**config.mk**
```make
export PLATFORM = sky130hd
export DESIGN_NAME = priority_ready_queue_scheduler
export DESIGN_NICKNAME = d
export VERILOG_FILES = /design/src/rtl/core/prq_pkg.sv /design/src/rtl/core/prq_list.sv /design/src/rtl/core/prq_datapath.sv /design/src/rtl/core/prq_ctrl.sv /design/src/rtl/core/priority_ready_queue_scheduler.sv
export SDC_FILE = /design/constraint.sdc
export NUM_CORES = 1
export LEC_CHECK = 0
export BUFFER_PORTS_ARGS = -buffer_cell sky130_fd_sc_hd__buf_4
export CAP_MARGIN = 10
export CELL_PAD_IN_SITES_DETAIL_PLACEMENT = 0
export CELL_PAD_IN_SITES_GLOBAL_PLACEMENT = 1
export CORE_ASPECT_RATIO = 0.8
export CORE_MARGIN = 2
export CORE_UTILIZATION = 45
export CTS_CLUSTER_SIZE = 20
export DETAILED_ROUTE_END_ITERATION = 10
export GPL_TIMING_DRIVEN = 1
export MAX_ROUTING_LAYER = met4
export PLACE_DENSITY = 0.82
export SKIP_LAST_GASP = 1
export SYNTH_ARGS = -nofsm -noshare
export SYNTH_HDL_FRONTEND = slang
export SYNTH_SLANG_ARGS = --single-unit
```
**constraint.sdc**
```tcl
create_clock -name clk -period 4.2 [get_ports clk]
set_clock_uncertainty 0.15 [all_clocks]
set_input_delay 0.84 -clock clk [delete_from_list [all_inputs] [get_ports clk]]
set_output_delay 0.84 -clock clk [all_outputs]
set_load 0.1 [all_outputs]
```
**src/rtl/core/prq_pkg.sv**
```systemverilog
// Shared types and constants for the priority ready-queue scheduler.
// No dependencies.
package prq_pkg;

  localparam int MAX_TASKS = 16;
  localparam int SLOT_W    = $clog2(MAX_TASKS);
  localparam int LEN_W     = $clog2(MAX_TASKS + 1);
  localparam int PRIO_W    = 8;
  localparam int DLY_W     = 16;
  localparam int ISR_W     = 8;
  localparam int SW_W      = 16;

  localparam logic [2:0] OP_CREATE    = 3'd0;
  localparam logic [2:0] OP_DELAY     = 3'd1;
  localparam logic [2:0] OP_START     = 3'd2;
  localparam logic [2:0] OP_IRQ_ENTER = 3'd3;
  localparam logic [2:0] OP_IRQ_EXIT  = 3'd4;

  localparam logic [1:0] DISP_NONE  = 2'd0;
  localparam logic [1:0] DISP_FIRST = 2'd1;
  localparam logic [1:0] DISP_UNRUN = 2'd2;
  localparam logic [1:0] DISP_SWAP  = 2'd3;

  localparam logic [1:0] ST_DONE    = 2'd0;
  localparam logic [1:0] ST_FULL    = 2'd1;
  localparam logic [1:0] ST_IGNORED = 2'd2;

  typedef struct packed {
    logic [2:0]        opcode;
    logic [PRIO_W-1:0] priority_req;
    logic [DLY_W-1:0]  delay_count;
  } cmd_t;

  typedef struct packed {
    logic [1:0]      dispatch;
    logic [3:0]      next_task;
    logic [SW_W-1:0] switch_count;
    logic [1:0]      status;
  } result_t;

  typedef struct packed {
    logic              ins;
    logic              rem;
    logic [SLOT_W-1:0] slot;
    logic [PRIO_W-1:0] prio;
  } list_ctl_t;

  typedef struct packed {
    logic       latch;
    logic       create;
    logic       remove;
    logic       dins;
    logic       set_started;
    logic       isr_inc;
    logic       isr_dec;
    logic       sched;
    logic       set_status;
    logic [1:0] status_code;
    logic       emit;
  } dp_cmd_t;

  typedef struct packed {
    logic [2:0] op;
    logic       dly_zero;
    logic       full;
    logic       cur_valid;
    logic       started;
    logic       isr_zero;
    logic       isr_one;
    logic       rem_found;
  } dp_stat_t;

endpackage

```
**src/rtl/core/prq_list.sv**
```systemverilog
// Priority-sorted list of task slots held in a row of shift cells.
// Depends on prq_pkg.
module prq_list import prq_pkg::*; (
  input  logic              clk,
  input  logic              rst,
  input  list_ctl_t         ctl,
  output logic [LEN_W-1:0]  len,
  output logic [SLOT_W-1:0] head,
  output logic              rem_found,
  output logic [PRIO_W-1:0] rem_prio
);

  logic [SLOT_W-1:0] slot_q [MAX_TASKS];
  logic [PRIO_W-1:0] prio_q [MAX_TASKS];
  logic [MAX_TASKS-1:0] place, match, after;
  logic [PRIO_W-1:0] match_prio;

  always_comb begin
    match_prio = '0;
    for (int i = 0; i < MAX_TASKS; i++) begin
      place[i] = (LEN_W'(i) >= len) || (prio_q[i] >= ctl.prio);
      match[i] = (LEN_W'(i) < len) && (slot_q[i] == ctl.slot);
      if (match[i]) begin
        match_prio = match_prio | prio_q[i];
      end
    end
    after[0] = match[0];
    for (int i = 1; i < MAX_TASKS; i++) begin
      after[i] = after[i-1] | match[i];
    end
  end

  always_ff @(posedge clk) begin
    if (rst) begin
      len       <= '0;
      rem_found <= 1'b0;
    end else begin
      if (ctl.ins && len < LEN_W'(MAX_TASKS)) begin
        len <= len + 1'b1;
      end
      if (ctl.rem) begin
        rem_found <= |match;
        if (|match) begin
          len <= len - 1'b1;
        end
      end
    end
  end

  always_ff @(posedge clk) begin
    if (ctl.rem) begin
      rem_prio <= match_prio;
    end
    if (ctl.ins && len < LEN_W'(MAX_TASKS)) begin
      // open a gap at the first entry not more urgent than the new one
      if (place[0]) begin
        slot_q[0] <= ctl.slot;
        prio_q[0] <= ctl.prio;
      end
      for (int i = 1; i < MAX_TASKS; i++) begin
        if (place[i-1]) begin
          slot_q[i] <= slot_q[i-1];
          prio_q[i] <= prio_q[i-1];
        end else if (place[i]) begin
          slot_q[i] <= ctl.slot;
          prio_q[i] <= ctl.prio;
        end
      end
    end else if (ctl.rem) begin
      // close the gap behind the matching entry
      for (int i = 0; i < MAX_TASKS - 1; i++) begin
        if (after[i]) begin
          slot_q[i] <= slot_q[i+1];
          prio_q[i] <= prio_q[i+1];
        end
      end
    end
  end

  assign head = slot_q[0];

endmodule

```
**src/rtl/core/prq_datapath.sv**
```systemverilog
// Scheduler datapath: task state, ready and delayed lists, result register.
// Depends on prq_pkg and prq_list.
module prq_datapath import prq_pkg::*; (
  input  logic     clk,
  input  logic     rst,
  input  cmd_t     cmd_in,
  input  dp_cmd_t  ctl,
  output dp_stat_t stat,
  output logic     result_valid,
  output result_t  result
);

  cmd_t              item_q;
  logic [LEN_W-1:0]  task_total;
  logic [SLOT_W-1:0] current_task;
  logic              current_valid;
  logic [ISR_W-1:0]  isr_depth;
  logic              started;
  logic [SW_W-1:0]   switch_total;
  logic [MAX_TASKS-1:0] has_run;
  logic [1:0]        dispatch_q;
  logic [1:0]        status_q;

  list_ctl_t         rdy_ctl, dly_ctl;
  logic [LEN_W-1:0]  rdy_len, dly_len;
  logic [SLOT_W-1:0] rdy_head, dly_head;
  logic              rdy_found, dly_found;
  logic [PRIO_W-1:0] rdy_prio, dly_prio;
  logic [SLOT_W-1:0] next_slot;

  always_comb begin
    rdy_ctl.ins  = ctl.create;
    rdy_ctl.rem  = ctl.remove;
    rdy_ctl.slot = ctl.create ? task_total[SLOT_W-1:0] : current_task;
    rdy_ctl.prio = item_q.priority_req;
    dly_ctl.ins  = ctl.dins;
    dly_ctl.rem  = 1'b0;
    dly_ctl.slot = current_task;
    dly_ctl.prio = rdy_prio;
  end

  prq_list u_ready (
    .clk(clk), .rst(rst), .ctl(rdy_ctl), .len(rdy_len), .head(rdy_head),
    .rem_found(rdy_found), .rem_prio(rdy_prio)
  );

  prq_list u_delayed (
    .clk(clk), .rst(rst), .ctl(dly_ctl), .len(dly_len), .head(dly_head),
    .rem_found(dly_found), .rem_prio(dly_prio)
  );

  always_comb begin
    stat.op        = item_q.opcode;
    stat.dly_zero  = (item_q.delay_count == '0);
    stat.full      = (task_total == LEN_W'(MAX_TASKS));
    stat.cur_valid = current_valid;
    stat.started   = started;
    stat.isr_zero  = (isr_depth == '0);
    stat.isr_one   = (isr_depth == ISR_W'(1));
    stat.rem_found = rdy_found;
    next_slot      = (rdy_len != '0) ? rdy_head : '0;
  end

  always_ff @(posedge clk) begin
    if (ctl.latch) begin
      item_q <= cmd_in;
    end
    result <= '{dispatch: dispatch_q, next_task: 4'(next_slot),
                switch_count: switch_total, status: status_q};
  end

  always_ff @(posedge clk) begin
    if (rst) begin
      task_total    <= '0;
      current_task  <= '0;
      current_valid <= 1'b0;
      isr_depth     <= '0;
      started       <= 1'b0;
      switch_total  <= '0;
      has_run       <= '0;
      dispatch_q    <= DISP_NONE;
      status_q      <= ST_DONE;
      result_valid  <= 1'b0;
    end else begin
      result_valid <= ctl.emit;
      if (ctl.latch) begin
        dispatch_q <= DISP_NONE;
        status_q   <= ST_DONE;
      end
      if (ctl.set_status) begin
        status_q <= ctl.status_code;
      end
      if (ctl.create) begin
        has_run[task_total[SLOT_W-1:0]] <= 1'b0;
        task_total <= task_total + 1'b1;
      end
      if (ctl.set_started) begin
        started <= 1'b1;
      end
      if (ctl.isr_inc && isr_depth != '1) begin
        isr_depth <= isr_depth + 1'b1;
      end
      if (ctl.isr_dec) begin
        isr_depth <= isr_depth - 1'b1;
      end
      if (ctl.sched && rdy_len != '0) begin
        if (!current_valid) begin
          switch_total  <= switch_total + 1'b1;
          current_task  <= rdy_head;
          current_valid <= 1'b1;
          dispatch_q    <= DISP_FIRST;
        end else if (current_task != rdy_head) begin
          switch_total          <= switch_total + 1'b1;
          dispatch_q            <= has_run[current_task] ? DISP_SWAP : DISP_UNRUN;
          has_run[current_task] <= 1'b1;
          current_task          <= rdy_head;
        end
      end
    end
  end

`ifndef NO_ASSERTIONS
  a_ready_bound: assert property (@(posedge clk) disable iff (rst)
    rdy_len <= task_total) else $error("ready list longer than task table");
  a_delay_bound: assert property (@(posedge clk) disable iff (rst)
    (LEN_W + 1)'(rdy_len) + (LEN_W + 1)'(dly_len) <= (LEN_W + 1)'(task_total))
    else $error("lists hold more tasks than created");
  a_switch_hold: assert property (@(posedge clk) disable iff (rst)
    !ctl.sched |=> $stable(switch_total)) else $error("switch count moved");
  a_cur_sticky: assert property (@(posedge clk) disable iff (rst)
    current_valid |=> current_valid) else $error("current task lost");
`endif

endmodule

```
**src/rtl/core/prq_ctrl.sv**
```systemverilog
// Scheduler controller: sequences each command through the datapath.
// Depends on prq_pkg.
module prq_ctrl import prq_pkg::*; (
  input  logic     clk,
  input  logic     rst,
  input  logic     start,
  input  dp_stat_t stat,
  output dp_cmd_t  ctl,
  output logic     busy
);

  typedef enum logic [2:0] {S_IDLE, S_DECODE, S_DELAY, S_SCHED, S_RESULT} state_t;
  state_t state, state_next;

  always_comb begin
    ctl        = '0;
    state_next = state;
    unique case (state)
      S_IDLE: begin
        ctl.latch = start;
        if (start) state_next = S_DECODE;
      end
      S_DECODE: begin
        state_next = S_RESULT;
        unique case (stat.op)
          OP_CREATE: begin
            if (stat.full) begin
              ctl.set_status  = 1'b1;
              ctl.status_code = ST_FULL;
            end else begin
              ctl.create = 1'b1;
              if (stat.started) state_next = S_SCHED;
            end
          end
          OP_DELAY: begin
            if (!stat.dly_zero) begin
              if (!stat.cur_valid) begin
                ctl.set_status  = 1'b1;
                ctl.status_code = ST_IGNORED;
              end else begin
                ctl.remove = 1'b1;
                state_next = S_DELAY;
              end
            end
          end
          OP_START: begin
            ctl.set_started = 1'b1;
            state_next      = S_SCHED;
          end
          OP_IRQ_ENTER: ctl.isr_inc = 1'b1;
          OP_IRQ_EXIT: begin
            if (stat.isr_zero) begin
              ctl.set_status  = 1'b1;
              ctl.status_code = ST_IGNORED;
            end else begin
              ctl.isr_dec = 1'b1;
              if (stat.isr_one && stat.cur_valid) state_next = S_SCHED;
            end
          end
          default: begin
            ctl.set_status  = 1'b1;
            ctl.status_code = ST_IGNORED;
          end
        endcase
      end
      S_DELAY: begin
        // park the removed task, or drop the command if it was not ready
        if (stat.rem_found) begin
          ctl.dins   = 1'b1;
          state_next = S_SCHED;
        end else begin
          ctl.set_status  = 1'b1;
          ctl.status_code = ST_IGNORED;
          state_next      = S_RESULT;
        end
      end
      S_SCHED: begin
        ctl.sched  = 1'b1;
        state_next = S_RESULT;
      end
      S_RESULT: begin
        ctl.emit   = 1'b1;
        state_next = S_IDLE;
      end
      default: state_next = S_IDLE;
    endcase
  end

  always_ff @(posedge clk) begin
    if (rst) begin
      state <= S_IDLE;
    end else begin
      state <= state_next;
    end
  end

  assign busy = (state != S_IDLE);

`ifndef NO_ASSERTIONS
  a_one_result: assert property (@(posedge clk) disable iff (rst)
    ctl.emit |=> !ctl.emit) else $error("double result");
  a_latch_idle: assert property (@(posedge clk) disable iff (rst)
    ctl.latch |-> !busy) else $error("transfer while busy");
  a_sched_end: assert property (@(posedge clk) disable iff (rst)
    ctl.sched |=> ctl.emit) else $error("schedule not followed by result");
`endif

endmodule

```
**src/rtl/core/priority_ready_queue_scheduler.sv**
```systemverilog
// Priority ready-queue task scheduler, top level.
// Depends on prq_pkg, prq_ctrl and prq_datapath.
//
// Usage:
//   A command transfers on a rising edge where start is high and busy is low.
//   cmd carries opcode, priority_req and delay_count. Exactly one result
//   follows per command: result_valid is high for one cycle with dispatch,
//   next_task, switch_count and status on result.
//   Steps: a command that does not schedule goes decode, result;
//   create/start/interrupt exit that schedule go decode, schedule, result;
//   a delay whose task is not ready goes decode (remove), delay, result;
//   a delay goes decode (remove), delay (park), schedule, result. busy
//   stays high until the controller returns to idle; a new command may
//   transfer in the cycle the result is shown, as the controller takes
//   one command at a time through its steps over the shared lists.
//   Ready and delayed lists are rows of shift cells kept sorted by priority.
//   Reset (rst, synchronous) empties both lists, the task table, interrupt
//   depth, started flag and switch count; no clearing pass is needed.
//   The receiver cannot stall: each result is shown for one cycle only.
module priority_ready_queue_scheduler import prq_pkg::*; (
  input  logic    clk,
  input  logic    rst,
  input  logic    start,
  output logic    busy,
  input  cmd_t    cmd,
  output logic    result_valid,
  output result_t result
);

  dp_cmd_t  ctl;
  dp_stat_t stat;

  prq_ctrl u_ctrl (
    .clk(clk), .rst(rst), .start(start), .stat(stat), .ctl(ctl), .busy(busy)
  );

  prq_datapath u_dp (
    .clk(clk), .rst(rst), .cmd_in(cmd), .ctl(ctl), .stat(stat),
    .result_valid(result_valid), .result(result)
  );

endmodule
```
==> flow_metrics.py <==
metrics = {
    "clocking": {
        "cts_buffers": 34,
        "htreeDepth": 2,
        "clock_insertion_delay_worst_skew_ns": 0.54,
        "cts.sinks": 308,
        "cts_root_buf": "clkbuf_16",
        "cts.clk_slew.worst_paths_ns": 0.06,
        "cts_tree": "done",
        "cts_buffer_depth": 3,
    },
    "worst_setup_path": {
        "reg2reg_from": "u_dp.stat[7]$_DFFE_PP_",
        "critPathArrivalTime_ns": 4.24,
        "slowest_stage": "or4b_1",
        "cp-end-kind": "flop",
        "startpoint_type": "flop",
        "criticalPathCategory": "reg -> reg",
        "cp_max_fo": 15,
        "cp.buffers_inverters": 5,
        "critPathMostFrequentCell": "buf_4",
        "r2r.worst_path.cells": 13,
        "required_ns": 4.32,
        "critical_path.cell_chain": "or4b_1 -> nor3_4 -> buf_4 -> buf_4 -> nor4_1 -> a31o_1 -> nor4_4 -> nand4_4 -> buf_4 -> o31ai_4 -> buf_12 -> o211ai_1 -> buf_4",
        "max_stage_delay_ns": 0.60,
        "path_delay_family": "simple AND/OR/NAND/NOR gates",
        "r2r_setup_slack_ns": 0.08,
        "timing.rr.end": "u_dp.u_ready.prio_q[0][8]$_DFFE_PP_",
    },
    "yosys": {
        "synth_warnings": 0,
        "synth_edf_count": 219,
        "synth_area_per_cell_um2": 9.86,
        "synth_top_area_frac": 0.342,
        "synth_top_cells_by_area": "edfxtp_1, dfxtp_1, ha_1",
        "yosys_most_used_dff": "edfxtp_1",
        "synthTopCellsByCount": "edfxtp_1, nand2_1, nor2_1",
        "ys_seq_area_frac": 0.435,
        "syn_inst": 1948,
        "synth-async-reset-ratio": 0,
        "netlist_area_um2": 19200,
        "synth_fp_nets": 2112,
        "synth-seq-cells": 308,
        "yosysMostFrequentCell": "edfxtp_1",
        "synth_top_cell_by_area": "edfxtp_1",
        "yosysUniqueCellTypes": 83,
    },
    "routing": {
        "avgRoutedWirePerCell_um": 21.9,
        "ant_nets": 0,
        "drtPass1Iterations": 5,
        "drt-initial-drc-count": 1610,
        "vias_per_cell": 6.12,
        "route.detailed.drc": 0,
        "routed_wl_mm": 57.0,
        "num_vias": 15900,
    },
    "finish": {
        "fin_nets": 2194,
        "diodes": 0,
        "drive_gt1_frac": 0.132,
        "stdcell_count": 2607,
        "regArea_um2": 8360,
        "syn2layout_area_growth_pct": 14.6,
        "fill_cells": 3763,
        "multi_input_area_um2": 10200,
    },
    "sta": {
        "worstMarginPinSlew_ns": 0.980,
        "period_needed_ns": 4.12,
        "setup_viol": 0,
        "slew_violations": 0,
        "relSlewSlack": 0.330,
        "fmax_ghz": 0.243,
        "fin_crit_sh": 0.981,
        "holdWs_ns": 0.205,
        "finalHoldViolations": 0,
        "setup_tns_ns": 0,
    },
    "placed_design": {
        "io_buffer_count": 55,
        "hpwl_mm": 39.9,
        "place_congestion": 0.925,
        "dp_cells": 2540,
    },
    "pwr": {
        "finalPower_mw": 7.15,
        "power.share.sequential": 0.479,
        "p_per_area_nw_per_um2": 325,
        "p_sw_frac": 0.250,
        "p_leak_nw": 8.69,
        "ir_drop_v": 0.000298,
        "clkPwrFrac": 0.427,
        "combinationalPowerShare": 0.094,
        "intPower_mw": 5.36,
        "p_switching_mw": 1.79,
    },
    "worst_hold_path": {
        "hold_path_end": "u_dp.result[22]$_DFF_P_",
        "hold_path_startpoint": "u_dp.dispatch_q[0]$_SDFF_PP0_",
        "hp-class": "reg -> reg",
        "min_path_cells": 0,
    },
    "flow_run": {
        "maxCapViolCount": 0,
    },
    "die": {
        "fp.dieArea_um2": 44400,
        "rows": 67,
        "fp.dieH_um": 189,
        "die_x_um": 235,
        "pin_count": 56,
        "start_util": 0.457,
        "core_um2": 42000,
    },
    "status": {
        "status": "finished, final reports clean",
    },
    "grt": {
        "grtUsageTotal": 0.260,
        "grt_max_degree": 67,
        "grt-ovfl-total": 0,
        "grt_first_pass_wirelength_mm": 89.3,
        "grt_pass1_vias": 15500,
        "antenna_found_initial": 0,
    },
}
cell usage in the layout, fill, tap and decap left out, drive strengths merged, types with 22 or more instances in the layout:
cell,Yosys,routed
xnor2,49,49
buf,46,177
clkbuf,87,50
a22o,36,36
nor2,141,141
nand3,45,45
edfxtp,219,219
o31ai,42,42
nand2,201,201
a21o,72,72
ha,134,134
a21oi,116,116
a31oi,22,22
nand2b,24,24
mux2i,108,108
xor2,46,46
inv,50,52
dfxtp,89,89
o21ai,137,137
timing repair:
item,4_1_cts,5_1_grt
endpoints found under the setup margin,7,177
pin swaps,0,3
hold buffers,0,0
gates cloned,1,1
resized for setup,0,8
buffers inserted,0,4
endpoints found under the hold margin,0,0
state kept, by name (all words and copies together), names as in the netlist, 2 cells and up:
register             cells
u_dp.dispatch_q          2
u_dp.has_run            16
u_dp.isr_depth           8
u_dp.u_ready.slot_q     64
u_dp.result             24
u_dp.u_ready.prio_q    128
u_dp.status_q            2
u_dp.stat                3
u_dp.current_task        4
u_dp.u_ready.len         5
u_dp.task_total          5
u_ctrl.state             3
u_dp.switch_total       16
u_dp.item_q             24
worst max path at each step:
stage                                    startpoint                                    to  slack (ns)  depth (start not counted)
finish                       u_dp.stat[7]$_DFFE_PP_   u_dp.u_ready.prio_q[0][8]$_DFFE_PP_        0.08                         13
global route                 u_dp.stat[7]$_DFFE_PP_   u_dp.u_ready.slot_q[2][2]$_DFFE_PP_      -0.008                         14
CTS                 u_dp.task_total[0]$_SDFFE_PP0P_  u_dp.u_ready.prio_q[0][64]$_DFFE_PP_        0.01                         14
detailed placement  u_dp.task_total[1]$_SDFFE_PP0P_  u_dp.u_ready.prio_q[0][24]$_DFFE_PP_      -0.006                         12
global placement    u_dp.task_total[1]$_SDFFE_PP0P_  u_dp.u_ready.prio_q[0][24]$_DFFE_PP_        0.12                         12
floorplan           u_dp.task_total[1]$_SDFFE_PP0P_  u_dp.u_ready.prio_q[0][10]$_DFFE_PP_      0.0005                         15
logic make-up (layout without fill, tap and decap cells):
group / Yosys count / in the layout / synth area share
AOI/OAI and AO/OA: 563 / 564 / 0.195
DFF: 308 / 308 / 0.435
adders and majority gates: 134 / 134 / 0.0873
buffers and inverters: 190 / 296 / 0.0413
xor gates and xnor gates: 95 / 95 / 0.0433
and+or+nand+nor: 542 / 542 / 0.134
muxes: 116 / 116 / 0.0639
worst reg2reg max path, stage by stage (launching register included):
cell	delay (ns)
edfxtp_1	0.40
or4b_1	0.60
nor3_4	0.31
buf_4	0.18
buf_4	0.17
nor4_1	0.07
a31o_1	0.30
nor4_4	0.29
nand4_4	0.22
buf_4	0.26
o31ai_4	0.31
buf_12	0.23
o211ai_1	0.14
buf_4	0.23
area by class of cell:
type,count,share of cell area
multi-input combinational,1451,0.463
sequential,308,0.380
timing repair buffer,178,0.0660
clock buffer,49,0.0460
tap,552,0.0314
inverter,57,0.00978
clock inverter,12,0.00421
power groups by stage:
stage               combinational [mW]  clock [mW]  sequential [mW]
floorplan                        0.430           0             3.47
global placement                 0.639           0             3.49
CTS                              0.671        3.08             3.42
finish                           0.674        3.05             3.43
global route                     0.750        3.19             3.43
detailed placement               0.663           0             3.49
routing by layer:
metal,GRT usage,up-vias,part of all wire
met4,0.0718,0,0.024
met5,-,-,0
met3,0.0391,107,0.080
met2,0.386,623,0.44
met1,0.368,7796,0.46
li1,-,7419,-
through the flow:
stage / instance area [um2] / worst slack (ns) / util
after floorplan: 19200 / 0.000478 / -
after global placement: 20800 / 0.122 / 0.495
after detailed placement: 20800 / -0.00564 / 0.495
after CTS: 21900 / 0.0142 / 0.522
after global routing: 22000 / -0.00840 / 0.524
final: 22000 / 0.0810 / 0.524
No activity file was read; power rests on OpenSTA's default activity.
